<file path="src/sv/lcc_pkg.sv">
package lcc_pkg;

  localparam int NumLines = 4;

  typedef logic [15:0] pos_t;
  typedef logic [11:0] margin_t;
  typedef logic [2:0]  sect_t;
  typedef logic [3:0]  mask_t;
  typedef logic [15:0] cnt_t;

  typedef enum logic [2:0] {
    REG_ACTIVE_LINES = 3'd0,
    REG_MARGIN       = 3'd1,
    REG_LINE_POS_0   = 3'd2,
    REG_LINE_POS_1   = 3'd3,
    REG_LINE_POS_2   = 3'd4,
    REG_LINE_POS_3   = 3'd5
  } reg_idx_t;

  typedef struct packed {
    sect_t                  active_lines;
    margin_t                margin;
    pos_t [NumLines-1:0]    line_pos;
  } cfg_t;

  typedef struct packed {
    sect_t sector;
    mask_t in_mask;
    mask_t out_mask;
  } step_t;

  localparam sect_t   RstActiveLines = 3'd3;
  localparam margin_t RstMargin      = 12'd80;
  localparam pos_t    RstLinePos0    = 16'd5600;
  localparam pos_t    RstLinePos1    = 16'd6400;
  localparam pos_t    RstLinePos2    = 16'd7200;
  localparam pos_t    RstLinePos3    = 16'd0;

  localparam cnt_t    CntMax         = 16'hFFFF;

endpackage

</file>
<file path="src/sv/lcc_cfg_regs.sv">
module lcc_cfg_regs (
  input  logic          clk,
  input  logic          rst_n,
  input  logic          cfg_valid,
  input  logic [2:0]    cfg_index,
  input  logic [15:0]   cfg_data,
  output logic          cfg_ready,
  output lcc_pkg::cfg_t cfg
);
  import lcc_pkg::*;

  cfg_t cfg_r;

  assign cfg_ready = 1'b1;
  assign cfg       = cfg_r;

  always_ff @(posedge clk) begin
    if (!rst_n) begin
      cfg_r.active_lines <= RstActiveLines;
      cfg_r.margin       <= RstMargin;
      cfg_r.line_pos[0]  <= RstLinePos0;
      cfg_r.line_pos[1]  <= RstLinePos1;
      cfg_r.line_pos[2]  <= RstLinePos2;
      cfg_r.line_pos[3]  <= RstLinePos3;
    end else if (cfg_valid) begin
      case (reg_idx_t'(cfg_index))
        REG_ACTIVE_LINES: cfg_r.active_lines <= cfg_data[2:0];
        REG_MARGIN:       cfg_r.margin       <= cfg_data[11:0];
        REG_LINE_POS_0:   cfg_r.line_pos[0]  <= cfg_data;
        REG_LINE_POS_1:   cfg_r.line_pos[1]  <= cfg_data;
        REG_LINE_POS_2:   cfg_r.line_pos[2]  <= cfg_data;
        REG_LINE_POS_3:   cfg_r.line_pos[3]  <= cfg_data;
        default: ;
      endcase
    end
  end

endmodule

</file>
<file path="src/sv/lcc_step.sv">
module lcc_step #(
  parameter int MAX_LINES = 4
) (
  input  lcc_pkg::cfg_t  cfg,
  input  lcc_pkg::pos_t  pos,
  input  logic           started,
  input  lcc_pkg::sect_t last_sector,
  output lcc_pkg::step_t res
);
  import lcc_pkg::*;

  localparam sect_t MaxL = 3'(MAX_LINES);

  sect_t n_use;
  sect_t now;
  sect_t now_m1;
  sect_t now_p1;
  mask_t up_ok;
  mask_t dn_ok;
  mask_t up_rng;
  mask_t dn_rng;
  logic [16:0] pos_pm;

  always_comb begin
    n_use  = (cfg.active_lines > MaxL) ? MaxL : cfg.active_lines;
    pos_pm = {1'b0, pos} + {5'b0, cfg.margin};
    now    = '0;
    for (int i = 0; i < NumLines; i++) begin
      if ((3'(i) < n_use) && (cfg.line_pos[i] < pos)) begin
        now = now + 3'd1;
      end
      up_ok[i]  = ({1'b0, cfg.line_pos[i]} + {5'b0, cfg.margin}) < {1'b0, pos};
      dn_ok[i]  = {1'b0, cfg.line_pos[i]} > pos_pm;
      up_rng[i] = (3'(i) >= last_sector) && (3'(i) < now);
      dn_rng[i] = (3'(i) >= now) && (3'(i) < last_sector);
    end
    now_m1 = now - 3'd1;
    now_p1 = now + 3'd1;

    res.sector   = last_sector;
    res.in_mask  = '0;
    res.out_mask = '0;
    if (!started) begin
      res.sector = now;
    end else if (last_sector < now) begin
      res.in_mask = up_rng & up_ok;
      res.sector  = up_ok[now_m1[1:0]] ? now : now_m1;
    end else if (last_sector > now) begin
      res.out_mask = dn_rng & dn_ok;
      res.sector   = dn_ok[now[1:0]] ? now : now_p1;
    end
  end

endmodule

</file>
<file path="src/sv/line_crossing_counter_top.sv">
// Line crossing counter. Each item is one object position (unsigned 12.4); each accepted
// item yields one result carrying the stored sector, the lines counted IN or OUT by this
// item and all eight saturating counters. Throughput is one item per clock unless out_ready
// stalls the result register: the input register feeds a single pass of compare logic (four
// line compares against position and margin) into the result register, and the sector and
// counters update as that result loads, which is also when out_valid rises. The
// configuration port is always ready; write it only while no item is in flight.
module line_crossing_counter_top #(
  parameter int MAX_LINES = 4
) (
  input  logic        clk,
  input  logic        rst_n,
  input  logic        in_valid,
  output logic        in_ready,
  input  logic [15:0] in_position,
  output logic        out_valid,
  input  logic        out_ready,
  output logic [2:0]  out_sector,
  output logic [3:0]  out_in_mask,
  output logic [3:0]  out_out_mask,
  output logic [15:0] out_in_count_0,
  output logic [15:0] out_in_count_1,
  output logic [15:0] out_in_count_2,
  output logic [15:0] out_in_count_3,
  output logic [15:0] out_out_count_0,
  output logic [15:0] out_out_count_1,
  output logic [15:0] out_out_count_2,
  output logic [15:0] out_out_count_3,
  input  logic        cfg_valid,
  output logic        cfg_ready,
  input  logic [2:0]  cfg_index,
  input  logic [15:0] cfg_data
);
  import lcc_pkg::*;

  cfg_t  cfg;
  step_t res;

  logic  s1_valid_r;
  pos_t  pos_r;
  logic  out_valid_r;
  logic  started_r;
  sect_t last_sector_r;
  mask_t in_mask_r;
  mask_t out_mask_r;
  logic  advance;
  cnt_t  in_cnt  [NumLines];
  cnt_t  out_cnt [NumLines];

  lcc_cfg_regs u_cfg (
    .clk       (clk),
    .rst_n     (rst_n),
    .cfg_valid (cfg_valid),
    .cfg_index (cfg_index),
    .cfg_data  (cfg_data),
    .cfg_ready (cfg_ready),
    .cfg       (cfg)
  );

  lcc_step #(.MAX_LINES(MAX_LINES)) u_step (
    .cfg         (cfg),
    .pos         (pos_r),
    .started     (started_r),
    .last_sector (last_sector_r),
    .res         (res)
  );

  assign advance  = s1_valid_r && (!out_valid_r || out_ready);
  assign in_ready = !s1_valid_r || advance;

  always_ff @(posedge clk) begin
    if (!rst_n) begin
      s1_valid_r <= 1'b0;
    end else if (in_ready) begin
      s1_valid_r <= in_valid;
    end
  end

  always_ff @(posedge clk) begin
    if (in_valid && in_ready) begin
      pos_r <= in_position;
    end
  end

  always_ff @(posedge clk) begin
    if (!rst_n) begin
      out_valid_r   <= 1'b0;
      started_r     <= 1'b0;
      last_sector_r <= '0;
    end else if (advance) begin
      out_valid_r   <= 1'b1;
      started_r     <= 1'b1;
      last_sector_r <= res.sector;
    end else if (out_ready) begin
      out_valid_r   <= 1'b0;
    end
  end

  always_ff @(posedge clk) begin
    if (advance) begin
      in_mask_r  <= res.in_mask;
      out_mask_r <= res.out_mask;
    end
  end

  for (genvar i = 0; i < NumLines; i++) begin : g_line
    if (i < MAX_LINES) begin : g_cnt
      cnt_t in_r;
      cnt_t out_r;
      always_ff @(posedge clk) begin
        if (!rst_n) begin
          in_r  <= '0;
          out_r <= '0;
        end else if (advance) begin
          if (res.in_mask[i] && (in_r != CntMax)) begin
            in_r <= in_r + 16'd1;
          end
          if (res.out_mask[i] && (out_r != CntMax)) begin
            out_r <= out_r + 16'd1;
          end
        end
      end
      assign in_cnt[i]  = in_r;
      assign out_cnt[i] = out_r;
    end else begin : g_none
      assign in_cnt[i]  = '0;
      assign out_cnt[i] = '0;
    end
  end

  assign out_valid       = out_valid_r;
  assign out_sector      = last_sector_r;
  assign out_in_mask     = in_mask_r;
  assign out_out_mask    = out_mask_r;
  assign out_in_count_0  = in_cnt[0];
  assign out_in_count_1  = in_cnt[1];
  assign out_in_count_2  = in_cnt[2];
  assign out_in_count_3  = in_cnt[3];
  assign out_out_count_0 = out_cnt[0];
  assign out_out_count_1 = out_cnt[1];
  assign out_out_count_2 = out_cnt[2];
  assign out_out_count_3 = out_cnt[3];

  a_masks_exclusive: assert property (@(posedge clk) disable iff (!rst_n)
    out_valid |-> !((|out_in_mask) && (|out_out_mask)))
    else $error("IN and OUT counted in the same item");

  a_sector_range: assert property (@(posedge clk) disable iff (!rst_n)
    out_valid |-> (out_sector <= 3'(MAX_LINES)))
    else $error("stored sector beyond line count");

  a_in_cnt_seen: assert property (@(posedge clk) disable iff (!rst_n)
    (out_valid && out_in_mask[0]) |-> (out_in_count_0 != 16'd0))
    else $error("line 0 IN counted but counter is zero");

  a_cnt_monotonic: assert property (@(posedge clk) disable iff (!rst_n)
    $past(rst_n) |-> ((out_in_count_0 >= $past(out_in_count_0)) &&
                      (out_out_count_0 >= $past(out_out_count_0))))
    else $error("line 0 counter decreased");

endmodule
</file>
<file path="config.mk">
export PLATFORM = sky130hd
export DESIGN_NAME = line_crossing_counter_top
export DESIGN_NICKNAME = d
export VERILOG_FILES = /design/src/sv/lcc_pkg.sv /design/src/sv/lcc_cfg_regs.sv /design/src/sv/lcc_step.sv /design/src/sv/line_crossing_counter_top.sv
export SDC_FILE = /design/constraint.sdc
export NUM_CORES = 1
export LEC_CHECK = 0
export BUFFER_PORTS_ARGS = -buffer_cell sky130_fd_sc_hd__buf_4
export CORE_MARGIN = 3
export CORE_UTILIZATION = 61
export DETAILED_ROUTE_END_ITERATION = 8
export PLACE_DENSITY = 0.88
export SYNTH_ARGS = -nofsm -noshare
export SYNTH_HDL_FRONTEND = slang
export SYNTH_SLANG_ARGS = --single-unit
export TNS_END_PERCENT = 30
</file>
<file path="constraint.sdc">
create_clock -name clk -period 6.95 [get_ports clk]
set_input_delay 0.695 -clock clk [delete_from_list [all_inputs] [get_ports clk]]
set_output_delay 0.695 -clock clk [all_outputs]
set_load 0.005 [all_outputs]
</file>
* Word level (Yosys, flattened, before mapping)
Cells that the tools add are included.
** Word-level totals
- Bits in registers :: 237
- Input bits :: 40
- Output and inout bits :: 142
** Operators by class
- $add $sub $neg :: 18
- Order comparisons :: 37
- Eq/ne operators :: 14
- Mux-type cells :: 20
- Bitwise operators :: 2
- Reduce and logical (&&, ||, !) cells :: 43
** Operator list (number)
- 16-bit by 1-bit adder with 16-bit output, second input constant :: 8
- 16-bit inequality test, second input constant :: 8
- 16-bit by 12-bit adder with 17-bit output :: 5
- 16-bit by 17-bit > comparator with 1-bit output :: 4
- 17-bit by 16-bit < comparator with 1-bit output :: 4
- 16-bit < comparator :: 4
- 2-bit AND reduction :: 15
- 3-bit two-way mux :: 9
- 1-bit logical AND :: 22
- 2-bit by 3-bit < comparator with 1-bit output, first input constant :: 6
- 1-bit by 3-bit < comparator with 1-bit output, first input constant :: 5
- 2-bit by 3-bit greater-or-equal comparator with 1-bit output, first input constant :: 4
- 4-bit two-way mux :: 3
- 3-bit by 1-bit adder with 3-bit output, second input constant :: 3
- 1-bit by 3-bit greater-or-equal comparator with 1-bit output, first input constant :: 3
- 4-bit bitwise AND :: 2
- 8-bit two-way mux :: 1
- 3-bit by 2-bit equality test with 1-bit output, second input constant :: 2
- 3-bit equality test, second input constant :: 2
- 2-bit by 3-bit < comparator with 1-bit output, second input constant :: 2
- 1-bit two-way mux :: 5
- 1-bit binary-select mux with 2-bit select :: 2
- 3-bit by 1-bit equality test with 1-bit output, second input constant :: 1
- 3-bit > comparator :: 1
- 11 further kinds :: 13

* Longest topological paths before layout
Gate-level depths: netlist of the first run.
- Depth after elaboration :: 19
- Mapped depth :: 27

* Cells and area by module
From an unflattened synthesis of the first run, not the netlist that was laid out.
** Second synthesis, totals
- Cells, all modules :: 2144
- Area, all modules :: 18416.4 um2
** Modules (own cells, without submodules)
- line_crossing_counter_top :: times used 1, cells an instance 867, area each 7726.2 um2, seq. area each 3403.3 um2
- lcc_step :: times used 1, cells an instance 984, area each 7644.8 um2, seq. area each 0.0 um2
- lcc_cfg_regs :: times used 1, cells an instance 293, area each 3045.4 um2, seq. area each 1581.5 um2

* Least setup slack after synthesis of the first run
OpenSTA, ideal clock, no wires.
- Kind :: reg-to-reg
- From :: reg pos_r[13]
- To :: reg g_line[0].g_cnt.in_r[8] (netlist: out_in_count_0[8])
- Arrival time :: 5.559 ns
- Required time :: 6.880 ns
- Slack :: 1.321 ns
- Cell stages (with the launch flop) :: 24
- Path buffers :: 1
- Clock period less this slack :: 5.629 ns
- Cell sequence :: edfxtp_1 > inv_1 > ha_1 > a21o_1 > a21o_1 > a211o_1 > nor2_1 > ha_1 > xnor2_1 > inv_1 > ha_1 > mux2_2 > inv_1 > ha_1 > nor2b_1 > o21ai_0 > nand3b_1 > or2_2 > nor3_1 > nand4_1 > or3_1 > clkbuf_1 > or3_1 > a21oi_1
** On the way
- Cells in the longest elaborated chain, start to end :: 14
- Elaborated cells between the ends (all ways) :: 24
- Classes of those cells :: add/sub: 3; order compare: 7; mux: 6; bitwise: 1; reduce/logical: 7
** Ends and longest elaborated chain
- start: declaration :: line line_crossing_counter_top.sv:40 : pos_t pos_r;
- start signal: assignment :: line line_crossing_counter_top.sv:81 : pos_r <= in_position;
- 16-bit < comparator :: line lcc_step.sv:29 : if ((3'(i) < n_use) && (cfg.line_pos[i] < pos)) begin
- 1-bit logical AND :: line lcc_step.sv:29
- 1-bit two-way mux :: line lcc_step.sv:29
- 1-bit by 1-bit adder with 2-bit output :: line lcc_step.sv:30 : now = now + 3'd1;
- 3-bit two-way mux :: line lcc_step.sv:29
- 3-bit by 1-bit adder with 3-bit output :: line lcc_step.sv:30
- 3-bit two-way mux :: line lcc_step.sv:29
- 3-bit by 1-bit adder with 3-bit output :: line lcc_step.sv:30
- 3-bit two-way mux :: line lcc_step.sv:29
- 3-bit < comparator :: line lcc_step.sv:45 : end else if (last_sector < now) begin
- 4-bit two-way mux (*) :: line lcc_step.sv:45
- 8-bit two-way mux (*) :: line lcc_step.sv:43 : if (!started) begin
- 1-bit logical AND (*) :: line line_crossing_counter_top.sv:115 : if (res.in_mask[i] && (in_r != CntMax)) begin
- 2-bit AND reduction (no line) (*)
- end signal: assignment :: line line_crossing_counter_top.sv:116 : in_r <= in_r + 16'd1;
- end: declaration :: line line_crossing_counter_top.sv:108 : cnt_t in_r;
Every way passes the cells marked *; elsewhere a longest branch is shown, timed or not.
A chain may end at the register's enable or synchronous reset.

* Final worst setup path of the first run
- From :: reg pos_r[6]
- To :: reg g_line[0].g_cnt.in_r[14] (netlist: out_in_count_0[14])
Same word-level chain as after synthesis.

==> results_dict.tcl, run 1 <==
set metrics [dict create \
    outcome "completed" \
    finalSetupTns_ns 0 \
    ant_nets 0 \
    worst_pin_slew_ns 1.261 \
    synthTopCellsByCount "257 x ha_1, 252 x nand2_1, 213 x dfxtp_1" \
    drt_pass1_iterations 8 \
    drc 0 \
    layout.nets 2534 \
    hold_class "primary input to flop" \
    synth_most_common_cell "ha_1" \
    slowest_delay_ns 0.57 \
    clock-skew-final_ns 0.01358 \
    synth.avg_cell_area_sq_um 8.414 \
    clock-sinks 237 \
    dieHeight_um 174.3 \
    leakage_nw 8.876 \
    core_sq_um 27400 \
    drv_slew 0 \
    ys_top_cells_by_area "dfxtp_1 25%, ha_1 19%, nand2_1 5.5%" \
    cts_tree "done" \
    area_delta_synth_final_pct 15.91 \
    gp_congestion 1.036 \
    n_fill_cell 2057 \
    synth-edff-count 24 \
    clk_latency_ns 0.54 \
    synthFlopType "dfxtp_1" \
    routedWlPerCell_um 19.88 \
    fp-row-count 60 \
    wirelength_mm 52.18 \
    slowest_stage "or3_1" \
    period_share_pct 93.38 \
    syn_nets 2356 \
    fin_crit_ns 6.490 \
    grt_overflow_total 0 \
    ff_latch_area_sq_um 4985 \
    io_pins 182 \
    ys_seq_area_share_pct 28.84 \
    synth.largest_area_cell "dfxtp_1" \
    num_vias 16630 \
    ys_ff_latch 237 \
    synth_warnings 0 \
    syn_area_sq_um 17280 \
    h-tree-depth 1 \
    grt_pass1_wl_mm 83.38 \
    cts_root_buf "clkbuf_16" \
    crit_type "flop to flop" \
    rsz0062_at_grt "no" \
    end_kind "flop" \
    hpwl_mm 39.83 \
    required_ns 7.33 \
    clk_pin_slew_ns 0.06 \
    yosysUniqueCellTypes 88 \
    antenna_found_initial 0 \
    portBuffers 180 \
    grt_max_degree 91 \
    drt-initial-drc-count 1421 \
    worst-path-max-fanout 8 \
    async_flop_share_pct 0 \
    slew_headroom_pct 15.39 \
    setup_violations 0 \
    diodes 0 \
    irDropWorstVdd_mv 0.1645 \
    hold-worst-slack_ns 0.3294 \
    die_area_sq_um 30390 \
    grt_usage_pct 33.20 \
    first_global_vias 16350 \
    cts_made_buffers 27 \
    max_cap_violations 0 \
    arrival_ns 6.87 \
    start_kind "flop" \
    yosysTopAreaCellShare_pct 24.67 \
    max_freq_mhz 154.1 \
    synthCells 2054 \
    hold_viol_final 0 \
    fp.dieW_um 174.3 \
    multi_input_area_sq_um 11800 \
    regToRegSetupSlack_ns 0.46 \
    drive_gt1_share_pct 13.14 \
    viasPerCell 6.336 \
    start_util_pct 63.07 \
    cts_buffer_depth 3 \
    powerDensity_nw_per_um2 178.9 \
]
[cell families after synthesis]
kind of cell / Yosys count / synth area share, %
AND/OR/NAND/NOR: 819 / 23.27
AO/OA/AOI/OAI: 422 / 15.96
adder cells (fa/ha/maj): 264 / 19.30
flip-flops: 237 / 28.84
XOR/XNOR: 154 / 7.913
buffers and inverters: 129 / 2.947
multiplexers: 28 / 1.738
other: 1 / 0.02170
[critical path, delay by kind of cell (launching register included)]
kind                     cells  cell delay (ns)
AO/OA/AOI/OAI                5             1.03
XOR/XNOR                     2             0.33
adder cells (fa/ha/maj)      4             1.13
buffers and inverters        5             0.78
flip-flops                   1             0.39
multiplexers                 1             0.32
AND/OR/NAND/NOR              9             2.37
[power by group]
part           switching, mW  leakage (nW)  total, mW  internal (mW)
clock network          0.610         0.479       1.57          0.957
registers             0.0330          1.96       1.44           1.40
logic                  0.356          6.44      0.580          0.223
total                  0.999          8.88       3.58           2.58
[worst paths after layout]
check                                         start                   to  cells past startpoint
worst max-delay path                       pos_r[6]   out_in_count_0[14]                     26
worst min-delay path                 in_position[3]             pos_r[3]                      1
worst max register to register             pos_r[6]   out_in_count_0[14]                     26
worst min register to register  out_out_count_3[10]  out_out_count_3[10]                      2
[flip-flops by register name (all words and copies together) (netlist names), 16 cells and up]
register and count:
out_out_count_2 16, u_cfg.cfg 79, out_out_count_1 16, out_in_count_1 16
pos_r 16, out_in_count_0 16, out_in_count_3 16, out_out_count_3 16
out_in_count_2 16, out_out_count_0 16
[cell type report]
type                       count  share of cell area, %
multi-input combinational   1688                  58.89
sequential                   237                  24.89
timing repair buffer         201                  7.533
clock buffer                  33                  3.735
tap                          372                  2.324
inverter                      77                  1.455
clock inverter                17                  1.181
[routing by layer]
layer  routed length, um  GRT usage (%)
met4                2279          13.24
met3                5224          7.383
met1               20880          41.99
met5                   0              0
met2               23800          55.08
[cell usage in the layout, fill, tap and decap left out, drive strengths merged, types with 45 or more instances in the layout]
cell / synthesis / final
inv: 76 / 81
ha: 257 / 257
xor2: 57 / 57
dfxtp: 213 / 213
o21ai: 71 / 71
buf: 8 / 201
nand3: 95 / 95
a21o: 47 / 47
nand2: 252 / 252
a21oi: 152 / 152
nor2: 189 / 189
nor3: 56 / 56
xnor2: 97 / 97
nand4: 45 / 45
[through the flow]
stage          worst slack (ns)  instances  power, mW  utilization, %  instance area [sq um]
5_1_grt                0.005123       2625      3.714           73.10                  20030
6_report                 0.4600       2625      3.583           73.10                  20030
4_1_cts                  0.5831       2625      3.578           73.07                  20020
3_3_place_gp             0.8018       2575      2.004           69.48                  19040
2_1_floorplan             1.321       2054      1.841               -                  17280
3_5_place_dp             0.5959       2575      2.022           69.48                  19040
[timing repair]
action | CTS | global route
setup buffers | 0 | 0
hold endpoints to repair | 0 | 0
gates resized for setup | 0 | 2
setup endpoints to repair | 0 | 5
hold buffers | 0 | 0
No activity file was read; power rests on OpenSTA's default activity.
==> inputs of run 2 (changes only) <==
- CELL_PAD_IN_SITES_DETAIL_PLACEMENT: unset -> 1
- CELL_PAD_IN_SITES_GLOBAL_PLACEMENT: unset -> 1
- CORE_UTILIZATION: 61 -> 46
- PLACE_DENSITY: 0.88 -> unset
- PLACE_DENSITY_LB_ADDON: unset -> 0.1
==> run 2 against run 1 <==
  * Critical endpoint is now out_in_count_0[13]
  * Clock skew grew 0.030 ns
  * Register-to-register slack better by 0.12 ns
  * Worst hold slack got worse by 0.029 ns
  * Largest power group unchanged
  * Setup slack improved by 0.12 ns
  * Wire length grew 18%
  * Critical path depth grew 1
  * Sequential share of layout area decreased by 0.15 points
  * Count of clock-buffer cells in the layout rose by 9
  * Fmax rose by 2.0%
  * Non-clock buffer count is 2 higher
  * Clock power barely moved
==> results_dict.tcl, run 2 (same netlist as run 1, synthesis figures left out) <==
set metrics [dict create \
    drt_pass1_iterations 5 \
    cts_buffer_depth 3 \
    setup_violations 0 \
    antenna_found_initial 1 \
    hold_class "primary input to flop" \
    outcome "completed" \
    viasPerCell 6.032 \
    fin_crit_ns 6.365 \
    diodes 0 \
    clk_pin_slew_ns 0.06 \
    total_power_mw 3.575 \
    clk_latency_ns 0.58 \
    h-tree-depth 1 \
    seqPwrFrac_pct 40.3 \
    wl_met3_mm 4.002 \
    core_sq_um 36790 \
    grt_usage_pct 30.58 \
    finalSetupTns_ns 0 \
    required_ns 7.44 \
    wirelength_mm 61.66 \
    grt_max_degree 122 \
    mostFrequentLayoutCell "ha_1" \
    cts_tree "done" \
    power_switching_mw 1.015 \
    hold_viol_final 0 \
    drt-initial-drc-count 907 \
    max_cap_violations 0 \
    irDropWorstVdd_mv 0.1815 \
    die_area_sq_um 39930 \
    swShare_pct 28.40 \
    ant_nets 0 \
    start_kind "flop" \
    clockPowerShare_pct 42.9 \
    dieHeight_um 199.8 \
    cts_made_buffers 28 \
    grt_overflow_total 0 \
    arrival_ns 6.86 \
    gp_congestion 0.9693 \
    crit_type "flop to flop" \
    end_kind "flop" \
    portBuffers 180 \
    slowest_delay_ns 0.39 \
    fp-row-count 70 \
    largest_reg_flops 79 \
    routedWlPerCell_um 22.64 \
    ctsHoldBuffers 0 \
    n_fill_cell 4424 \
    slew_headroom_pct 19.05 \
    max_freq_mhz 157.1 \
    p_int_mw 2.560 \
    grt_pass1_wl_mm 96.25 \
    area_delta_synth_final_pct 16.61 \
    rsz0062_at_grt "no" \
    worst-path-max-fanout 8 \
    first_global_vias 17390 \
    wl_met2_mm 29.05 \
    num_vias 16430 \
    period_share_pct 91.58 \
    drv_slew 0 \
    layout.nets 2537 \
    leakage_nw 8.867 \
    drc 0 \
    layout_common_cells "257 x ha_1, 252 x nand2_1, 213 x dfxtp_1, 203 x buf_4, 187 x nor2_1" \
    drive_gt1_share_pct 12.90 \
    clock-sinks 237 \
    powerDensity_nw_per_um2 177.4 \
    m1WireLength_mm 25.83 \
    clock-skew-final_ns 0.04368 \
    hpwl_mm 47.60 \
    slowest_stage "edfxtp_1" \
    power_frac_comb_pct 16.8 \
    highest_layer "met4" \
    fp.dieW_um 199.8 \
    io_pins 182 \
    cts_root_buf "clkbuf_16" \
    worst_pin_slew_ns 1.213 \
    start_util_pct 46.98 \
]
## run 2: worst max-delay path, delay by kind of cell, from the launching register on
family	cells	cell delay (ns)
buffers and inverters	6	1.04
adders and majority gates	4	1.16
and+or+nand+nor	9	1.89
AOI/OAI and AO/OA	6	1.21
muxes	1	0.32
DFF	1	0.39
xor gates and xnor gates	1	0.27
## run 2: area by class of cell
class / instances / area, sq um / area share (%)
multi-input cells: 1688 / 11800 / 58.55
flip-flops and latches: 237 / 4985 / 24.74
repair buffers: 203 / 1524 / 7.562
clock buffers: 42 / 868.3 / 4.309
well taps: 468 / 585.6 / 2.906
inverters: 77 / 297.8 / 1.478
clock inverters: 9 / 92.59 / 0.4595
## run 2: timing repair
action | 4_1_cts | 5_1_grt
setup buffers | 0 | 3
endpoints found under the setup margin | 0 | 4
resized for setup | 0 | 2
## run 2: through the flow
stage / area [sq um] / setup slack (ns) / hold WS [ns] / instances / utilization [%]
2_1_floorplan: 17280 / 1.321 / 0.4615 / 2054 / -
3_3_place_gp: 19160 / 0.8063 / 0.4721 / 2670 / 52.10
3_5_place_dp: 19160 / 0.5710 / 0.4892 / 2670 / 52.10
4_1_cts: 20120 / 0.5518 / 0.2831 / 2721 / 54.71
5_1_grt: 20150 / 0.02956 / 0.2866 / 2724 / 54.78
6_report: 20150 / 0.5850 / 0.3005 / 2724 / 54.78
## run 2: layer usage
layer  vias up  GRT usage, %
li1       7784             -
met1      8056         38.27
met2       446         52.18
met3       144         5.572
met4         0         12.59
met5         -             0
## run 2: power groups by stage
| stage | clock (mW) | sequential, mW | combinational [mW] |
|---|---|---|---|
| global route | 1.61 | 1.44 | 0.667 |
| detailed placement | 0 | 1.47 | 0.587 |
| CTS | 1.56 | 1.44 | 0.592 |
| global placement | 0 | 1.47 | 0.566 |
| floorplan | 0 | 1.45 | 0.389 |
| finish | 1.54 | 1.44 | 0.600 |
## run 2: final timing paths
kind                      start            endpoint  slack (ns)  cells past startpoint
max                    pos_r[9]  out_in_count_0[13]        0.58                     27
min              in_position[2]            pos_r[2]        0.30                      1
max reg2reg            pos_r[9]  out_in_count_0[13]        0.58                     27
min reg2reg  out_in_count_3[12]  out_in_count_3[12]        0.50                      2
